`src/rtl/sph_pkg.sv`:
```
`default_nettype none

package sph_pkg;

  // grid geometry
  localparam int BINS  = 512;
  localparam int ROWS  = 100;
  localparam int CELLS = BINS * ROWS;
  localparam int IDX_W = $clog2(CELLS);
  localparam int ROW_W = (ROWS > 2) ? $clog2(ROWS) : 1;

  // field widths
  localparam int COL_W     = 9;
  localparam int LEVEL_W   = 10;
  localparam int COUNT_W   = 8;
  localparam int HOLD_W    = 8;
  localparam int CFG_W     = 8;
  localparam int CFG_IDX_W = 1;
  localparam int IN_DATA_W  = 24;
  localparam int OUT_DATA_W = 8;

  // register indexes
  localparam logic [CFG_IDX_W-1:0] REG_DECAY_PERIOD = 1'd0;
  localparam logic [CFG_IDX_W-1:0] REG_LATE_HOLD    = 1'd1;

  // count thresholds and reset values
  localparam logic [COUNT_W-1:0] CNT_LATE_MAX = 8'd20;
  localparam logic [COUNT_W-1:0] CNT_FAST_LIM = 8'd220;
  localparam logic [COUNT_W-1:0] CNT_SAT      = 8'd239;
  localparam logic [COUNT_W-1:0] CNT_FAST_INC = 8'd4;
  localparam logic [HOLD_W-1:0]  HOLD_RST     = 8'h07;
  localparam logic [CFG_W-1:0]   DECAY_PERIOD_RST = 8'd4;
  localparam logic [CFG_W-1:0]   LATE_HOLD_RST    = 8'd20;

  typedef enum logic {
    ACT_ACCUMULATE = 1'b0,
    ACT_READ       = 1'b1
  } action_t;

  typedef enum logic {
    ALU_ACCUMULATE = 1'b0,
    ALU_DECAY      = 1'b1
  } alu_mode_t;

  typedef enum logic [2:0] {
    S_CLEAR,
    S_IDLE,
    S_SWEEP,
    S_SWEEP_END,
    S_ACC_RD,
    S_ACC_WB,
    S_RD_ISSUE,
    S_RD_DATA
  } state_t;

  typedef struct packed {
    logic [HOLD_W-1:0]  hold;
    logic [COUNT_W-1:0] count;
  } cell_t;

  typedef struct packed {
    logic             we;
    logic [IDX_W-1:0] waddr;
    cell_t            wdata;
    logic             re;
    logic [IDX_W-1:0] raddr;
  } mem_req_t;

endpackage

`default_nettype wire

```
`src/rtl/sph_cell_alu.sv`:
```
`default_nettype none

module sph_cell_alu (
  input  wire sph_pkg::alu_mode_t      mode,
  input  wire logic [sph_pkg::HOLD_W-1:0] late_hold,
  input  wire sph_pkg::cell_t          cell_in,
  output sph_pkg::cell_t               cell_out
);
  import sph_pkg::*;

  always_comb begin
    cell_out = cell_in;
    case (mode)
      ALU_DECAY: begin
        if (cell_in.count > CNT_LATE_MAX) begin
          cell_out.count = cell_in.count - 1'b1;
        end else if (cell_in.count != '0) begin
          if (cell_in.hold != '0) begin
            cell_out.hold = cell_in.hold - 1'b1;
          end else begin
            // late holdoff ran out: drop and reload
            cell_out.hold  = late_hold;
            cell_out.count = cell_in.count - 1'b1;
          end
        end
      end
      default: begin
        if (cell_in.count < CNT_FAST_LIM) begin
          cell_out.count = cell_in.count + CNT_FAST_INC;
        end else if (cell_in.count < CNT_SAT) begin
          cell_out.count = cell_in.count + 1'b1;
        end
      end
    endcase
  end

endmodule

`default_nettype wire

```
`config.mk`:
```
export PLATFORM = sky130hd
export DESIGN_NAME = sph_cell_alu
export DESIGN_NICKNAME = d
export VERILOG_FILES = /design/src/rtl/sph_pkg.sv /design/src/rtl/sph_cell_alu.sv
export SDC_FILE = /design/constraint.sdc
export NUM_CORES = 1
export LEC_CHECK = 0
export BUFFER_PORTS_ARGS = -buffer_cell sky130_fd_sc_hd__buf_4
export CAP_MARGIN = 15
export CORE_MARGIN = 2
export CORE_UTILIZATION = 44
export DETAILED_ROUTE_END_ITERATION = 10
export PLACE_DENSITY = 0.8
export SYNTH_ARGS = -nofsm -noshare
export SYNTH_HDL_FRONTEND = slang
export SYNTH_SLANG_ARGS = --single-unit
```
`constraint.sdc`:
```
create_clock -name vclk -period 1.6
set_clock_uncertainty 0.05 [all_clocks]
set_input_delay 0.08 -clock vclk [all_inputs]
set_output_delay 0.08 -clock vclk [all_outputs]
set_load 0.03 [all_outputs]
```
==> impl_results.md, run 1 <==
* Post-synthesis sequential area ratio at 0%
* Mean Syn Cell Area at 6.724 µm²
* Synthesized instance count at 123
* Die width at 47.36 µm
* Status: did not finish
* Synth Cell Area at 827.0 µm²
* Ys Warns at 0
* Final HPWL DP at 2937 µm
* PostCTS Resize Cnt at 38
* Ports at 41
* Worst slack at placement at -0.5432 ns
* Starting Density at 47.38%
* PortBufs at 41
* Stopping stage: clock tree synthesis
* Syn nets at 155
* Row count at 15
* Hold_buf cts at 0
* Setup Fix Bufs, Post-CTS at 7
* Die height at 47.36 µm
* First error: [ERROR DPL-0038] Utilization greater than 100%, impossible to legalize
* RD Place Congestion at 0.8549
* Netlist cell types at 45
## cell usage after synthesis (2+ instances only)
cell type / number / area [µm²]
buf_2: 2 / 10.01
a21oi_1: 11 / 55.05
nor3_1: 2 / 10.01
nor2_1: 13 / 48.80
xnor2_1: 6 / 52.55
o31ai_1: 3 / 22.52
mux2i_1: 3 / 30.03
o211ai_1: 2 / 15.01
o21ai_0: 6 / 30.03
nand2_1: 13 / 48.80
o32ai_1: 2 / 17.52
or3_1: 6 / 37.54
nand3_1: 2 / 10.01
o22ai_1: 2 / 12.51
inv_1: 12 / 45.04
mux2_4: 2 / 30.03
ha_1: 7 / 87.58
o41ai_1: 2 / 17.52
## per-stage QoR
step / instances / hold slack (ns) / util, % / cell area, µm² / setup TNS [ns]
after detailed placement: 222 / 0.4649 / 90.04 / 1572 / -6.198
after global placement: 222 / 0.4603 / 90.04 / 1572 / -5.247
after floorplan: 123 / 0.1928 / - / 983.4 / -1.972
## kinds of logic after synthesis
family,count (synthesis),share of synthesized area (%)
compound gates,38,32.07
xor+xnor,6,6.354
fa+ha+maj,7,10.59
buf+inv,16,8.471
mux,6,8.623
simple gates,50,33.89
==> inputs of run 2 (changes only) <==
--- a/config.mk
+++ b/config.mk
@@ -7,10 +7,10 @@
 export LEC_CHECK = 0
 export BUFFER_PORTS_ARGS = -buffer_cell sky130_fd_sc_hd__buf_4
 export CAP_MARGIN = 15
-export CORE_MARGIN = 2
-export CORE_UTILIZATION = 44
+export CORE_AREA = 2 2 63 65
 export DETAILED_ROUTE_END_ITERATION = 10
-export PLACE_DENSITY = 0.8
+export DIE_AREA = 0 0 65 67
+export PLACE_DENSITY_LB_ADDON = 0.15
 export SYNTH_ARGS = -nofsm -noshare
 export SYNTH_HDL_FRONTEND = slang
 export SYNTH_SLANG_ARGS = --single-unit
==> constraint.sdc (replaced) <==
create_clock -name vclk -period 2.1
set_clock_uncertainty 0.05 [all_clocks]
set_input_delay 0.105 -clock vclk [all_inputs]
set_output_delay 0.105 -clock vclk [all_outputs]
set_load 0.03 [all_outputs]
==> run 2 against run 1 <==
Effect of this change:
- area after synthesis did not move
- synthesized cell count did not move
- the flow now finishes without violations
==> impl_results.md, run 2 <==
* CP delay by family, top: simple AND/OR/NAND/NOR gates
* Worst slew pin tran at 0.3059 ns
* Clk_buf instances at 0
* Leakage power at 0.6367 nW
* Pwr Total at 0.2845 mW
* Routed vias at 1,057
* Crit path arrival time at 1.93 ns
* Row count at 22
* Status: complete, no violations
* Placed instance area at 1244 µm²
* Most common cell after layout, fill and taps aside: buf_4
* RSZ-0062 raised after global routing: true
* Synth area leaders: ha_1 11%, a21oi_1 6.7%, xnor2_1 6.4%, nand2_1 5.9%, nor2_1 5.9%
* FF+latch count at 0
* Total negative slack at 0 ns
* Hold_buf cts at 0
* Crit path time final at 2.081 ns
* Hold Path Cell Cnt at 3
* Ys Warns at 0
* Crit path kind: in -> out
* Post-route cell area at 1365 µm²
* Netlist cell types at 45
* FF+latch area at 0 µm²
* Max Cap Viol at 0
* Antenna Diode Count at 0
* PortBufs at 41
* Crit path launch type: input pin
* Layout cells sized above 1 at 45.14%
* DR pass1 iterations at 4
* Hold Vio Cnt, Final at 0
* FMAX at 480.5 MHz
* Die height at 67 µm
* CP cell instances: buf_6 -> inv_4 -> ha_4 -> or4b_4 -> or2_4 -> a211o_1 -> xnor2_2 -> mux2i_2 -> buf_6
* Final hold slack at 0.5164 ns
* Vias per cell at 4.740
* GRT Residual Overflow at 0
* CP endpoint kind: output port
* Worst-path maximum fanout at 4
* Global-route wire length before repair at 4505 µm
* Core Area at 3606 µm²
* Synth Cell Area at 827.0 µm²
* Peak VDD IR at 0.0001008 V
* Worst slack at placement at -0.06349 ns
* WL final at 2705 µm
* Nets at 209
* Hold Crit Class: in -> out
* Hold_sp: cell_in[6]
* Area grow syn2layout at 65.05%
* Die width at 65 µm
* Fin cells at 223
* CP max stage delay at 0.45 ns
* DR DRC count at 0
* Ports at 41
* Placed Cells at 216
* Core Util, Final at 37.86%
* Most frequent cells in the layout: 50 x buf_4, 13 x nand2_1, 13 x nor2_1, 10 x inv_1, 10 x a21oi_1
* Slew margin rel. at 79.34%
* Hold Crit Endpoint: cell_out[6]
* Number of slew-limit violations in the final report at 0
* Post-synthesis sequential area ratio at 0%
* Total global-route track usage at 12.29%
* Area leader, netlist: ha_1
* Pin count of the biggest net entering global routing at 15
* Area share of the largest cell type after synthesis at 10.59%
* Vias in the first global route at 985
* Syn nets at 155
* Buf/Inv on CP at 3
* Final-report setup violation count at 0
* P per Cell Area at 208.4 nW/µm²
* Initial antenna violation count at 0
* Synth top cells by count: 13 x nand2_1, 13 x nor2_1, 12 x inv_1, 11 x a21oi_1, 7 x ha_1
* DR iter-0 viols at 49
* Req. time, crit path at 1.95 ns
* Starting Density at 22.94%
* Worst path most repeated cell: buf_6
* Final ANT Viol Nets at 0
* Mean Syn Cell Area at 6.724 µm²
* Routed len/inst at 12.13 µm
* Final HPWL DP at 2188 µm
* Synthesized instance count at 123
* CP max-delay cell: or4b_4
* Final worst slack at 0.01895 ns
* Die Area at 4355 µm²
* Period utilisation layout at 99.10%
* RD Place Congestion at 0.7707
run 2: power by group:
group	switching [mW]	total, mW	internal, mW
clock network	0	0	0
registers	0	0	0
logic	0.154	0.284	0.131
total	0.154	0.284	0.131
run 2: timing repair:
item / 4_1_cts / 5_1_grt
resized for setup: 6 / 15
hold endpoints to repair: 0 / 0
gates cloned: 0 / 0
buffers inserted: 0 / 7
setup endpoints to repair: 7 / 12
pin swaps: 2 / 9
run 2: logic make-up (layout without fill, tap and decap cells):
logic type | after synthesis | count (layout) | share of synthesized area (%)
multiplexers | 6 | 6 | 8.623
XOR/XNOR | 6 | 6 | 6.354
AND/OR/NAND/NOR | 50 | 50 | 33.89
buffers and inverters | 16 | 68 | 8.471
AO/OA/AOI/OAI | 38 | 38 | 32.07
adder cells (fa/ha/maj) | 7 | 7 | 10.59
run 2: cell type report:
cell class / count / area (µm²)
Inverter: 12 / 50.05
Fill cell: 402 / 2241
Tap cell: 48 / 60.06
Multi-Input combinational cell: 107 / 812.0
Timing Repair Buffer: 56 / 442.9
run 2: metal layers:
layer / global-route usage, % / vias to the layer above / part of all wire (%)
li1: - / 557 / -
met1: 16.80 / 475 / 47
met2: 22.04 / 25 / 48
met3: 1.014 / 0 / 4.7
met4: 0.2660 / 0 / 0
met5: 0 / - / 0
run 2: how the worst max path moves through the flow:
stage	start	endpoint	slack, ns	cells after the start
global route	cell_in[9]	cell_out[3]	-0.04	9
finish	cell_in[9]	cell_out[3]	0.02	9
floorplan	cell_in[8]	cell_out[4]	0.01	8
global placement	cell_in[8]	cell_out[1]	-0.02	8
detailed placement	cell_in[8]	cell_out[0]	-0.06	9
CTS	cell_in[8]	cell_out[7]	0.004	9
(Power assumes the default switching activity.)
==> inputs of run 3 (changes only) <==
==> constraint.sdc (replaced) <==
create_clock -name vclk -period 1.8
set_clock_uncertainty 0.05 [all_clocks]
set_input_delay 0.09 -clock vclk [all_inputs]
set_output_delay 0.09 -clock vclk [all_outputs]
set_load 0.02 [all_outputs]
==> run 3 against run 2 <==
Effect of this change:
- the flow now finishes with violations (negative setup slack)
- final area increased by 28%
- wire length increased by 14%
- total power increased by 34%
- first-iteration DRC count decreased by 27%
- setup slack got worse by 0.18 ns
- count of clock-buffer cells in the layout unchanged
- sequential cell count unchanged
- critical path depth unchanged
- core utilization increased by 11 points
- global-route usage increased by 1.9 points
- cell count increased by 13%
- largest cell class unchanged
==> impl_results.md, run 3 (same netlist as run 2, synthesis figures left out) <==
* Number of slew-limit violations in the final report at 0
* Core Util, Final at 48.44%
* Final hold slack at 0.4874 ns
* Final worst slack at -0.1650 ns
* Starting Density at 22.94%
* Total global-route track usage at 14.20%
* Placed instance area at 1501 µm²
* FMAX at 508.9 MHz
* CP delay by family, top: simple AND/OR/NAND/NOR gates
* Vias in the first global route at 1,148
* Switch share at 47.28%
* Peak VDD IR at 0.0001232 V
* Clk_buf instances at 0
* Nets at 238
* Crit path kind: in -> out
* Most frequent cells in the layout: 70 x buf_4, 14 x buf_6, 13 x nor2_1, 10 x nand2_1, 9 x inv_1
* Crit path launch type: input pin
* CP max stage delay at 0.45 ns
* Core Area at 3606 µm²
* RD Place Congestion at 0.7847
* Period utilisation layout at 109.2%
* PortBufs at 41
* Combinational share of power at 100.0%
* Routed vias at 1,183
* CP endpoint kind: output port
* Vias per cell at 4.694
* Post-route cell area at 1747 µm²
* Max Cap Viol at 0
* WL final at 3092 µm
* Hold_buf cts at 0
* Slew margin rel. at 77.00%
* Net Switching at 0.1808 mW
* RSZ-0062 raised after global routing: true
* Worst slew pin tran at 0.3406 ns
* DR iter-0 viols at 36
* Crit path arrival time at 1.82 ns
* FF+latch count at 0
* Hold_sp: cell_in[9]
* DR pass1 iterations at 4
* Hold Path Cell Cnt at 4
* Pin count of the biggest net entering global routing at 14
* Total negative slack at -1.007 ns
* Buf/Inv on CP at 3
* Die Area at 4355 µm²
* Hold Crit Class: in -> out
* Die width at 65 µm
* Layout cells sized above 1 at 61.76%
* DR DRC count at 0
* Ports at 41
* CP cell instances: buf_8 -> inv_6 -> ha_4 -> or4b_4 -> or2_4 -> a211o_1 -> xnor2_1 -> mux2i_2 -> buf_4
* Final-report setup violation count at 11
* Final HPWL DP at 2434 µm
* Antenna Diode Count at 0
* Leakage power at 0.8234 nW
* Hold Vio Cnt, Final at 0
* Die height at 67 µm
* CP max-delay cell: or4b_4
* Pwr Total at 0.3824 mW
* Global-route wire length before repair at 5057 µm
* Clock group share of total power at 0%
* Placed Cells at 245
* Req. time, crit path at 1.66 ns
* Multi-input gate area at 930.9 µm²
* Reg power frac at 0%
* Final ANT Viol Nets at 0
* Worst-path maximum fanout at 4
* P per Cell Area at 218.9 nW/µm²
* # fillers at 359
* Initial antenna violation count at 0
* Status: finished with violations
* Fin cells at 252
* Crit path time final at 1.965 ns
* Int Pwr at 0.2016 mW
* Failing checks: negative setup slack
* FF+latch area at 0 µm²
* GRT Residual Overflow at 0
* Worst slack at placement at -0.2563 ns
* Hold Crit Endpoint: cell_out[9]
* Area grow syn2layout at 111.2%
* Routed len/inst at 12.27 µm
* Most common cell after layout, fill and taps aside: buf_4
* Row count at 22
==> run 3: cell count changes in the layout (fill, tap and decap cells not counted), sizes merged <==
| cell | before | now |
|---|---|---|
| buf | 56 | 85 |
==> run 3: worst max-delay path by stage <==
stage	slack, ns	to	startpoint	cells past startpoint
after global placement	-0.24	cell_out[1]	cell_in[9]	8
after CTS	-0.18	cell_out[3]	cell_in[8]	9
final	-0.16	cell_out[3]	cell_in[8]	9
after floorplan	0.001	cell_out[3]	cell_in[9]	7
after global routing	-0.20	cell_out[3]	cell_in[8]	9
after detailed placement	-0.26	cell_out[0]	cell_in[9]	9
==> run 3: layout make-up <==
type,instances,area share (%)
Timing Repair Buffer,85,39.97
Inverter,12,3.295
Tap cell,48,3.438
Multi-Input combinational cell,107,53.29
==> run 3: timing repair <==
| action | in CTS | in global routing |
|---|---|---|
| pin swaps | 9 | 9 |
| gates resized for setup | 24 | 21 |
| setup buffers | 3 | 4 |
| endpoints found under the setup margin | 16 | 16 |
==> run 3: per-layer routing <==
metal,routed length (µm),GRT usage [%],vias up
met4,0,1.596,0
li1,-,-,613
met3,101,0.5068,0
met5,0,0,-
met1,1371,17.00,547
met2,1619,28.48,23
==> run 3: power groups by stage <==
stage | clock network [mW] | registers, mW | logic [mW]
after CTS | 0 | 0 | 0.362
after global routing | 0 | 0 | 0.415
final | 0 | 0 | 0.382
after floorplan | 0 | 0 | 0.166
after detailed placement | 0 | 0 | 0.337
after global placement | 0 | 0 | 0.332
